File: config.mk
export PLATFORM = sky130hd
export DESIGN_NAME = alu16_with_nzcv_flags
export DESIGN_NICKNAME = d
export VERILOG_FILES = /design/src/rtl/alu16_pkg.sv /design/src/rtl/alu16_core.sv /design/src/rtl/alu16_with_nzcv_flags.sv
export VERILOG_INCLUDE_DIRS = /design/src /design/src/rtl
export SDC_FILE = /design/constraint.sdc
export NUM_CORES = 1
export LEC_CHECK = 0
export ABC_AREA = 1
export BUFFER_PORTS_ARGS = -buffer_cell sky130_fd_sc_hd__buf_2
export CAP_MARGIN = 20
export CORE_MARGIN = 8
export CORE_UTILIZATION = 55
export CTS_CLUSTER_DIAMETER = 40
export CTS_CLUSTER_SIZE = 25
export DETAILED_ROUTE_END_ITERATION = 8
export GPL_TIMING_DRIVEN = 0
export PLACE_DENSITY = 0.75
export SETUP_SLACK_MARGIN = 0.2
export SYNTH_ARGS = -nofsm -noshare
export SYNTH_HDL_FRONTEND = slang
export SYNTH_SLANG_ARGS = --single-unit
File: constraint.sdc
create_clock -name clk -period 5 [get_ports clk]
set_input_delay 1 -clock clk [delete_from_list [all_inputs] [get_ports clk]]
set_output_delay 1 -clock clk [all_outputs]
set_load 0.05 [all_outputs]
File: src/rtl/alu16_with_nzcv_flags_macros.svh
// Assertion macros for the 16-bit ALU with NZCV flags.
// Included by the top level; it depends on nothing else.
`ifndef ALU16_WITH_NZCV_FLAGS_MACROS_SVH
`define ALU16_WITH_NZCV_FLAGS_MACROS_SVH

`ifndef SYNTHESIS
// The consequent must hold in the same cycle as the antecedent.
`define ALU16_ASSERT_NOW(lbl, clk_s, rst_s, ante, cons) \
  lbl: assert property (@(posedge clk_s) disable iff (!rst_s) (ante) |-> (cons)) \
    else $error("ALU16 same-cycle check failed");
// The consequent must hold in the cycle after the antecedent.
`define ALU16_ASSERT_NEXT(lbl, clk_s, rst_s, ante, cons) \
  lbl: assert property (@(posedge clk_s) disable iff (!rst_s) (ante) |=> (cons)) \
    else $error("ALU16 next-cycle check failed");
`else
`define ALU16_ASSERT_NOW(lbl, clk_s, rst_s, ante, cons)
`define ALU16_ASSERT_NEXT(lbl, clk_s, rst_s, ante, cons)
`endif

`endif

File: src/rtl/alu16_pkg.sv
// Package for the 16-bit ALU: word width, operation codes and the flag bundle.
// Used by alu16_core and the top level; it depends on nothing.
package alu16_pkg;

  localparam int unsigned WordBits  = 16;
  localparam int unsigned ShAmtBits = 5;

  typedef logic [WordBits-1:0] word_t;

  typedef enum logic [2:0] {
    OP_ADD = 3'd0,
    OP_SUB = 3'd1,
    OP_CMP = 3'd2,
    OP_AND = 3'd3,
    OP_OR  = 3'd4,
    OP_XOR = 3'd5,
    OP_SHL = 3'd6,
    OP_SHR = 3'd7
  } action_t;

  typedef struct packed {
    logic n;
    logic z;
    logic c;
    logic v;
  } alu_flags_t;

endpackage

File: src/rtl/alu16_core.sv
// Combinational datapath of the 16-bit ALU: result value and NZCV flags.
// Depends on alu16_pkg for the operation codes and the flag bundle.
module alu16_core
  import alu16_pkg::*;
(
  input  action_t    op,
  input  word_t      a,
  input  word_t      b,
  output word_t      result,
  output alu_flags_t flags
);

  logic [WordBits:0]   sum_w;
  logic [WordBits:0]   diff_w;
  logic [WordBits:0]   shl_w;
  logic [WordBits:0]   shr_w;
  logic                sh_big;
  logic [ShAmtBits-1:0] sh_amt;
  word_t               flag_src;
  logic                add_v;
  logic                sub_v;

  assign sum_w  = {1'b0, a} + {1'b0, b};
  assign diff_w = {1'b0, a} - {1'b0, b};

  // Amounts above sixteen clear both the value and the carry.
  assign sh_big = (|b[WordBits-1:ShAmtBits]) ||
                  (b[ShAmtBits-1] && (|b[ShAmtBits-2:0]));
  assign sh_amt = b[ShAmtBits-1:0];
  // The extra bit above (left) or below (right) catches the last bit shifted out.
  assign shl_w  = {1'b0, a} << sh_amt;
  assign shr_w  = {a, 1'b0} >> sh_amt;

  assign add_v = (a[WordBits-1] == b[WordBits-1]) &&
                 (a[WordBits-1] != sum_w[WordBits-1]);
  assign sub_v = (a[WordBits-1] != b[WordBits-1]) &&
                 (a[WordBits-1] != diff_w[WordBits-1]);

  always_comb begin
    result   = '0;
    flag_src = '0;
    flags.c  = 1'b0;
    flags.v  = 1'b0;
    unique case (op) inside
      OP_ADD: begin
        result   = sum_w[WordBits-1:0];
        flag_src = sum_w[WordBits-1:0];
        flags.c  = sum_w[WordBits];
        flags.v  = add_v;
      end
      OP_SUB, OP_CMP: begin
        result   = (op == OP_CMP) ? a : diff_w[WordBits-1:0];
        flag_src = diff_w[WordBits-1:0];
        flags.c  = diff_w[WordBits];
        flags.v  = sub_v;
      end
      OP_AND: begin
        result   = a & b;
        flag_src = a & b;
      end
      OP_OR: begin
        result   = a | b;
        flag_src = a | b;
      end
      OP_XOR: begin
        result   = a ^ b;
        flag_src = a ^ b;
      end
      OP_SHL: begin
        result   = sh_big ? '0 : shl_w[WordBits-1:0];
        flag_src = result;
        flags.c  = sh_big ? 1'b0 : shl_w[WordBits];
      end
      OP_SHR: begin
        result   = sh_big ? '0 : shr_w[WordBits:1];
        flag_src = result;
        flags.c  = sh_big ? 1'b0 : shr_w[0];
      end
      default: begin
        result   = '0;
        flag_src = '0;
      end
    endcase
    flags.z = (flag_src == '0);
    flags.n = flag_src[WordBits-1];
  end

endmodule

File: src/rtl/alu16_with_nzcv_flags.sv
// Top level of the 16-bit ALU with NZCV flags; operands are registered, then one pass.
// Operands are captured in the operand stage; result, flags and out_strobe in the result stage.
// Throughput: one transaction per cycle; busy is never raised and nothing stalls.
// The rate is held by the adder, subtractor, shifters and flag logic between the two registers.
// Reset (rst_n low, synchronous) clears both valid stages; no result is lost or invented.
// Depends on alu16_pkg, alu16_core and alu16_with_nzcv_flags_macros.svh.
`include "alu16_with_nzcv_flags_macros.svh"

module alu16_with_nzcv_flags
  import alu16_pkg::*;
(
  input  logic        clk,
  input  logic        rst_n,
  input  logic        start,
  output logic        busy,
  input  logic [2:0]  in_action,
  input  logic [15:0] in_a_operand,
  input  logic [15:0] in_b_operand,
  output logic        out_strobe,
  output logic [15:0] out_alu_result,
  output logic        out_zero_flag,
  output logic        out_negative_flag,
  output logic        out_carry_flag,
  output logic        out_overflow_flag
);

  // The datapath is a single combinational pass and the receiver cannot hold results off,
  // so the block is always ready for the next transaction.
  logic accept;

  // Operand stage. Only the valid bit needs a reset.
  logic    in_valid_r;
  action_t op_r;
  word_t   a_r;
  word_t   b_r;

  // Result stage.
  logic       out_strobe_r;
  word_t      result_r;
  alu_flags_t flags_r;

  word_t      result_nxt;
  alu_flags_t flags_nxt;

  assign busy   = 1'b0;
  assign accept = start && !busy;

  always_ff @(posedge clk) begin
    if (!rst_n) begin
      in_valid_r <= 1'b0;
    end else begin
      in_valid_r <= accept;
    end
    if (accept) begin
      op_r <= action_t'(in_action);
      a_r  <= in_a_operand;
      b_r  <= in_b_operand;
    end
  end

  // The whole operation is evaluated in a single combinational pass.
  alu16_core u_core (
    .op     (op_r),
    .a      (a_r),
    .b      (b_r),
    .result (result_nxt),
    .flags  (flags_nxt)
  );

  always_ff @(posedge clk) begin
    if (!rst_n) begin
      out_strobe_r <= 1'b0;
    end else begin
      out_strobe_r <= in_valid_r;
    end
    if (in_valid_r) begin
      result_r <= result_nxt;
      flags_r  <= flags_nxt;
    end
  end

  // Each result is presented for exactly one cycle, as marked by the strobe.
  assign out_strobe        = out_strobe_r;
  assign out_alu_result    = result_r;
  assign out_zero_flag     = flags_r.z;
  assign out_negative_flag = flags_r.n;
  assign out_carry_flag    = flags_r.c;
  assign out_overflow_flag = flags_r.v;

  // Every accepted transaction reaches the operand stage, then the result stage.
  `ALU16_ASSERT_NEXT(a_accept_to_stage, clk, rst_n, accept, in_valid_r)
  `ALU16_ASSERT_NEXT(a_stage_to_strobe, clk, rst_n, in_valid_r, out_strobe)
  // Logic operations never leave carry or overflow set.
  `ALU16_ASSERT_NEXT(a_logic_clears_cv, clk, rst_n,
    in_valid_r && (op_r == OP_AND || op_r == OP_OR || op_r == OP_XOR),
    !out_carry_flag && !out_overflow_flag)
  // Outside compare, zero and negative describe the value that is returned.
  `ALU16_ASSERT_NEXT(a_nz_match_value, clk, rst_n, in_valid_r && op_r != OP_CMP,
    out_zero_flag == (out_alu_result == 16'h0000) &&
    out_negative_flag == out_alu_result[15])

endmodule
# Word level (Yosys, flattened, before mapping)
# Index checks and enable logic that the tools add are counted.
# word_totals
regBits	57
in_bits	38
output_inout_bits	22
elab_cells	46
# classes
add_sub_neg	2
n_eq_ne	11
n_shift	2
muxes	9
n_bitwise	3
reduce_logical	9
# ops
operator	n
16-bit case mux with 7 select lines	2
16-bit two-way mux	3
16-bit by 16-bit adder with 17-bit output	1
16-bit by 5-bit << shifter with 17-bit output	1
17-bit by 5-bit right shift with 17-bit output	1
16-bit by 16-bit subtractor with 17-bit output	1
16-bit bitwise AND	1
16-bit logical NOT	1
16-bit OR	1
16-bit XOR	1
3-bit equality test (second input constant)	4
11-bit OR reduction	1
3-bit by 2-bit equality test with 1-bit output (second input constant)	2
1-bit case mux with 4 select lines	1
4-bit OR reduction	1
3-bit by 1-bit equality test with 1-bit output (second input constant)	1
1-bit logical AND	3
3-bit logical NOT	1
1-bit inequality test	3
1-bit two-way mux	2
1-bit case mux with 2 select lines	1
2-bit OR reduction	1
1-bit equality test	1
1-bit logical OR	1

# Logic depth before layout (Yosys ltp)
# logic_depth
word_depth	6
ltp_mapped	20

# Hierarchy
# Synthesis repeated with hierarchy kept, for this count alone.
# hier_totals
cells_unflattened	957
area_unflattened_um2	6213.5
# modules_own_cells
mod	instances	cells_each	area_per_inst_um2	seq_area_each_um2
alu16_core	1	894	4495.6	0.0
alu16_with_nzcv_flags	1	63	1717.9	1691.6

# Worst setup path after synthesis
# No wires, ideal clock.
# synth_timing
path_type	reg-to-reg
startpoint	reg b_r[3]
endpoint	reg flags_r, in the netlist out_zero_flag, data pin
setup_time_ps	138
arrival_ps	2199
t_required_ps	4862
slack_ps	2663
path_stages_with_launch	19
path_buffers	2
period_less_slack_ps	2337
cell_sequence	edfxtp_1 > buf_2 > clkinv_1 > ha_1 > buf_2 > inv_1 > nand2_1 > nand2_1 > nand2_1 > nand3_1 > xor2_1 > nand2_1 > nand2_1 > nand2_1 > nor2_1 > nand3_1 > nor2_1 > nand2_1 > nor2_1
# synth_lines
item	line	text
from (decl)	alu16_with_nzcv_flags.sv:35	word_t b_r;
from (signal assigned)	alu16_with_nzcv_flags.sv:57	b_r <= in_b_operand;
to (signal assigned)	alu16_with_nzcv_flags.sv:78	flags_r <= flags_nxt;
to (decl)	alu16_with_nzcv_flags.sv:40	alu_flags_t flags_r;

==> out/qor_table.md <==
| Group | Metric | Value |
|:---|:---|:---|
| run status | Status | complete, no violations |
| timing | Number of setup violations in the final report | 0 |
| synth | Post-Synth Simple-Gate Area | 0.395 |
| synth | EDFF count, synth | 55 |
| critical path | Largest fanout on the critical path | 10 |
| route | Routed Antenna Nets | 0 |
| route | Pre-Repair DR Iteration Count | 7 |
| timing | Worst relative slew slack | 0.419 |
| global routing | Total grt overflow | 0 |
| critical path | Arrival time at the worst endpoint | 3.55 ns |
| power and ir drop | Power density over the cells | 303 nW/um^2 |
| timing | Worst-case setup margin in the final layout | 1.62 ns |
| route | Post-Route WL | 25.1 mm |
| timing | Highest clock frequency the design can meet | 0.296 GHz |
| timing | Post-Route Skew | 0.0138 ns |
| synth | Fraction of synthesized cell area in xor and xnor cells | 0.00547 |
| synth | Compound-Gate Fraction of Synth Area | 0.119 |
| synth | Post-Synthesis Net Count | 1,100 |
| critical path | Data required time at the worst endpoint | 5.17 ns |
| timing | Final min period | 3.38 ns |
| final layout | Layout overhead on the synthesized area | 12.2% |
| clocking | Number of buffers inserted during clock tree synthesis | 9 |
| placed design | Setup WS pre-CTS | 1.81 ns |
| global routing | Number of antenna violations at the first check in global routing | 0 |
| clocking | Hold bufs inserted after CTS | 0 |
| critical path | Crit Path Class | flop to flop |
| global routing | Number of global-route vias before repair | 6,938 |
| clocking | PostCTS Resize Cnt | 0 |
| final layout | Area used by sequential logic in the layout | 1690 um^2 |
| floorplanning | Site Rows | 39 |
| clocking | Number of buffers on the longest clock path | 2 |
| critical path | Delay of the slowest cell on the worst path | 0.43 ns |
| final layout | Finished Core Util | 0.630 |
| floorplanning | Overall die width | 124 um |
| synth | Mux contribution to synthesized area | 0 |
| critical path | Buf+Inv Stages, Crit Path | 4 |
| final layout | Most frequent cells in the layout | 289 x nand2_1, 165 x nand3_1, 125 x inv_1, 101 x nor2_1, 76 x buf_2 |
| floorplanning | Core box area | 11,400 um^2 |
| placed design | Port Buffer Count | 58 |
| critical path | R2r setup slk | 1.62 ns |
| synth | Netlist area before placement | 6410 um^2 |
| final layout | Most common cell after layout, fill and taps aside | nand2_1 |
| synth | Synthesis Warnings | 0 |
| final layout | Net total in the final layout | 1,169 |
| power and ir drop | P_leak | 3.67 nW |
| global routing | Largest net degree at the start of global routing | 37 |
| critical path | Critical path launch point | b_r[3] |
| final layout | Antenna diodes | 0 |
| critical path | Slowest cell on crit path | ha_1 |
| flow run | Max capacitance violation total | 0 |
| clocking | Clock tree root driver cell | clkbuf_16 |
| route | Vias after detailed routing | 7,512 |
| clocking | Clk sinks | 57 |
| route | Detailed-route vias per instance | 6.13 |
| worst hold path | Min-Delay Startpoint | in_b_operand[8] |
| synth | Adder-cell share of the synthesized area | 0.108 |
| route | Routed wire length per instance | 20.5 um |
| clocking | # Post-CTS Setup Buffers | 0 |
| critical path | Kind of end point of the critical path | flop |
| placed design | Final GP Congestion | 1.07 |
| synth | Main combinational cell family by area after synthesis | simple AND/OR/NAND/NOR gates |
| critical path | Critical path startpoint category | flop |
| final layout | Filler-free cell count of the finished design | 1,225 |
| placed design | DPL Wire Length | 19.8 mm |
| timing | RSZ-0062 raised after global routing | no |
| critical path | Cells traversed along the worst timing path | buf_2, clkinv_1, ha_1, buf_2, inv_1, nand2_1, nand2_1, nand2_1, nand3_1, xor2_1, nand2_1, nand2_1, nand2_1, nor2_1, nand3_1, nor2_1, nand2_1, nor2_1 |
| clocking | TritonCTS clock tree | built |
| route | DRT iter0 DRCs | 1,178 |
| timing | Slew @ Worst Pin | 0.870 ns |
| power and ir drop | Peak supply drop | 0.000348 V |
| floorplanning | Die ar. | 15,400 um^2 |
| timing | Post-route fraction of the period consumed by the critical path | 0.675 |
| synth | Proportion of synthesized chip area in sequential cells | 0.264 |
| clocking | Clock Latency Late Sink | 0.35 ns |
| final layout | Fill cell instance count of the final layout | 1,097 |
| floorplanning | Number of top-level design ports | 60 |
| synth | Count of state elements after synthesis | 57 |
| placed design | Cell total after placement | 1,209 |
| critical path | Most used cell, CP | nand2_1 |
| clocking | Number of H-tree levels | 3 |
| critical path | Critical path's top delay family | simple AND/OR/NAND/NOR gates |
| synth | Per-instance average area after synthesis | 6.36 um^2 |
| critical path | Critical register-to-register path startpoint | b_r[3] |
| final layout | Multi-input combinational cell area | 4020 um^2 |
| synth | Fraction of synthesis flops using an asynchronous set or reset pin | 0 |
| route | Residual DRC | 0 |
| global routing | Total Routing Usage GR | 0.333 |
| timing | Slew Viols, Final | 0 |
| floorplanning | Initial standard-cell utilization of the core | 0.561 |
| timing | Final setup TNS | 0 ns |
| synth | Count of cell types in the netlist | 46 |
| floorplanning | Die boundary height | 124 um |
| worst hold path | Min-Delay Path Class | input pin to flop |
| synth | Top flip-flop cell by instance count after synthesis | edfxtp_1 |
| synth | Number of cells produced by synthesis | 1,008 |
| clocking | Clk pin slew, worst setup/hold paths | 0.06 ns |
| timing | Number of hold violations in the final report | 0 |
| final layout | Share of layout cells above drive strength 1 | 0.113 |
| global routing | Wire length of the first global-routing pass | 38.2 mm |
-- sequential cells by signal (all words and copies together) (netlist names), 3 cells and up --
name,flops
out_alu_result,16
a_r,16
b_r,16
op_r,3
-- worst reg2reg max path, cell delays in order, from the launching register on --
cell      delay [ns]
edfxtp_1        0.36
buf_2           0.27
clkinv_1        0.40
ha_1            0.43
buf_2           0.19
inv_1           0.14
nand2_1         0.10
nand2_1         0.05
nand2_1         0.05
nand3_1         0.20
xor2_1          0.29
nand2_1         0.08
nand2_1         0.06
nand2_1         0.06
nor2_1          0.13
nand3_1         0.09
nor2_1          0.10
nand2_1         0.06
nor2_1          0.16
-- metal layers --
layer / vias to the layer above / GRT usage / wire length [um]
li1: 3471 / - / -
met2: 589 / 0.485 / 10200
met4: 0 / 0.197 / 1420
met3: 102 / 0.0830 / 3600
met1: 3350 / 0.439 / 9870
met5: - / 0 / 0
-- cells in the mapped netlist, types with 3 or more instances --
library cell,number,area [um^2]
nand2_1,289,1080
nand3_1,165,826
inv_1,125,469
nor2_1,101,379
edfxtp_1,55,1650
ha_1,52,651
a21oi_1,48,240
o21ai_0,37,185
buf_2,18,90.1
o22ai_1,16,100
nand4_1,12,75.1
clkbuf_1,8,30.0
nand2_2,8,50.1
nor2_2,8,50.1
nor3_1,7,35.0
o21bai_1,7,52.6
o2111ai_1,5,43.8
o211ai_1,5,37.5
buf_4,4,30.0
buf_6,4,45.0
clkinv_1,3,11.3
xor2_1,3,26.3
-- where the power goes --
group,switching [mW],total [mW],internal [mW]
sequential,0.0533,0.634,0.581
combinational,0.626,0.877,0.250
clock,0.236,0.672,0.435
-- through the flow --
step	hold slack, ns	cell area [um^2]	power, mW
floorplan	0.673	6410	1.22
global placement	0.798	6880	1.47
detailed placement	0.852	6880	1.48
CTS	0.820	7190	2.14
global route	0.825	7190	2.28
finish	0.823	7190	2.18
-- logic make-up after synthesis --
kind of cell	count (synthesis)
compound gates	131
other cells	1
xor+xnor	4
buf+inv	166
fa+ha+maj	54
simple gates	595
flops	57
-- layout make-up --
| class | count | area share |
|---|---|---|
| plain buffers | 35 | 0.0278 |
| multi-input cells | 785 | 0.559 |
| clock buffers | 11 | 0.0324 |
| flip-flops and latches | 57 | 0.235 |
| well taps | 143 | 0.0249 |
| inverters | 131 | 0.0687 |
| clock inverters | 5 | 0.0111 |
| repair buffers | 58 | 0.0404 |
-- final timing paths --
| path | to | cells past startpoint |
|---|---|---|
| max | out_zero_flag | 18 |
| min | b_r[8] | 1 |
| min reg2reg | out_strobe | 2 |
| max reg2reg | out_zero_flag | 18 |
No activity file was read; power rests on OpenSTA's default activity.
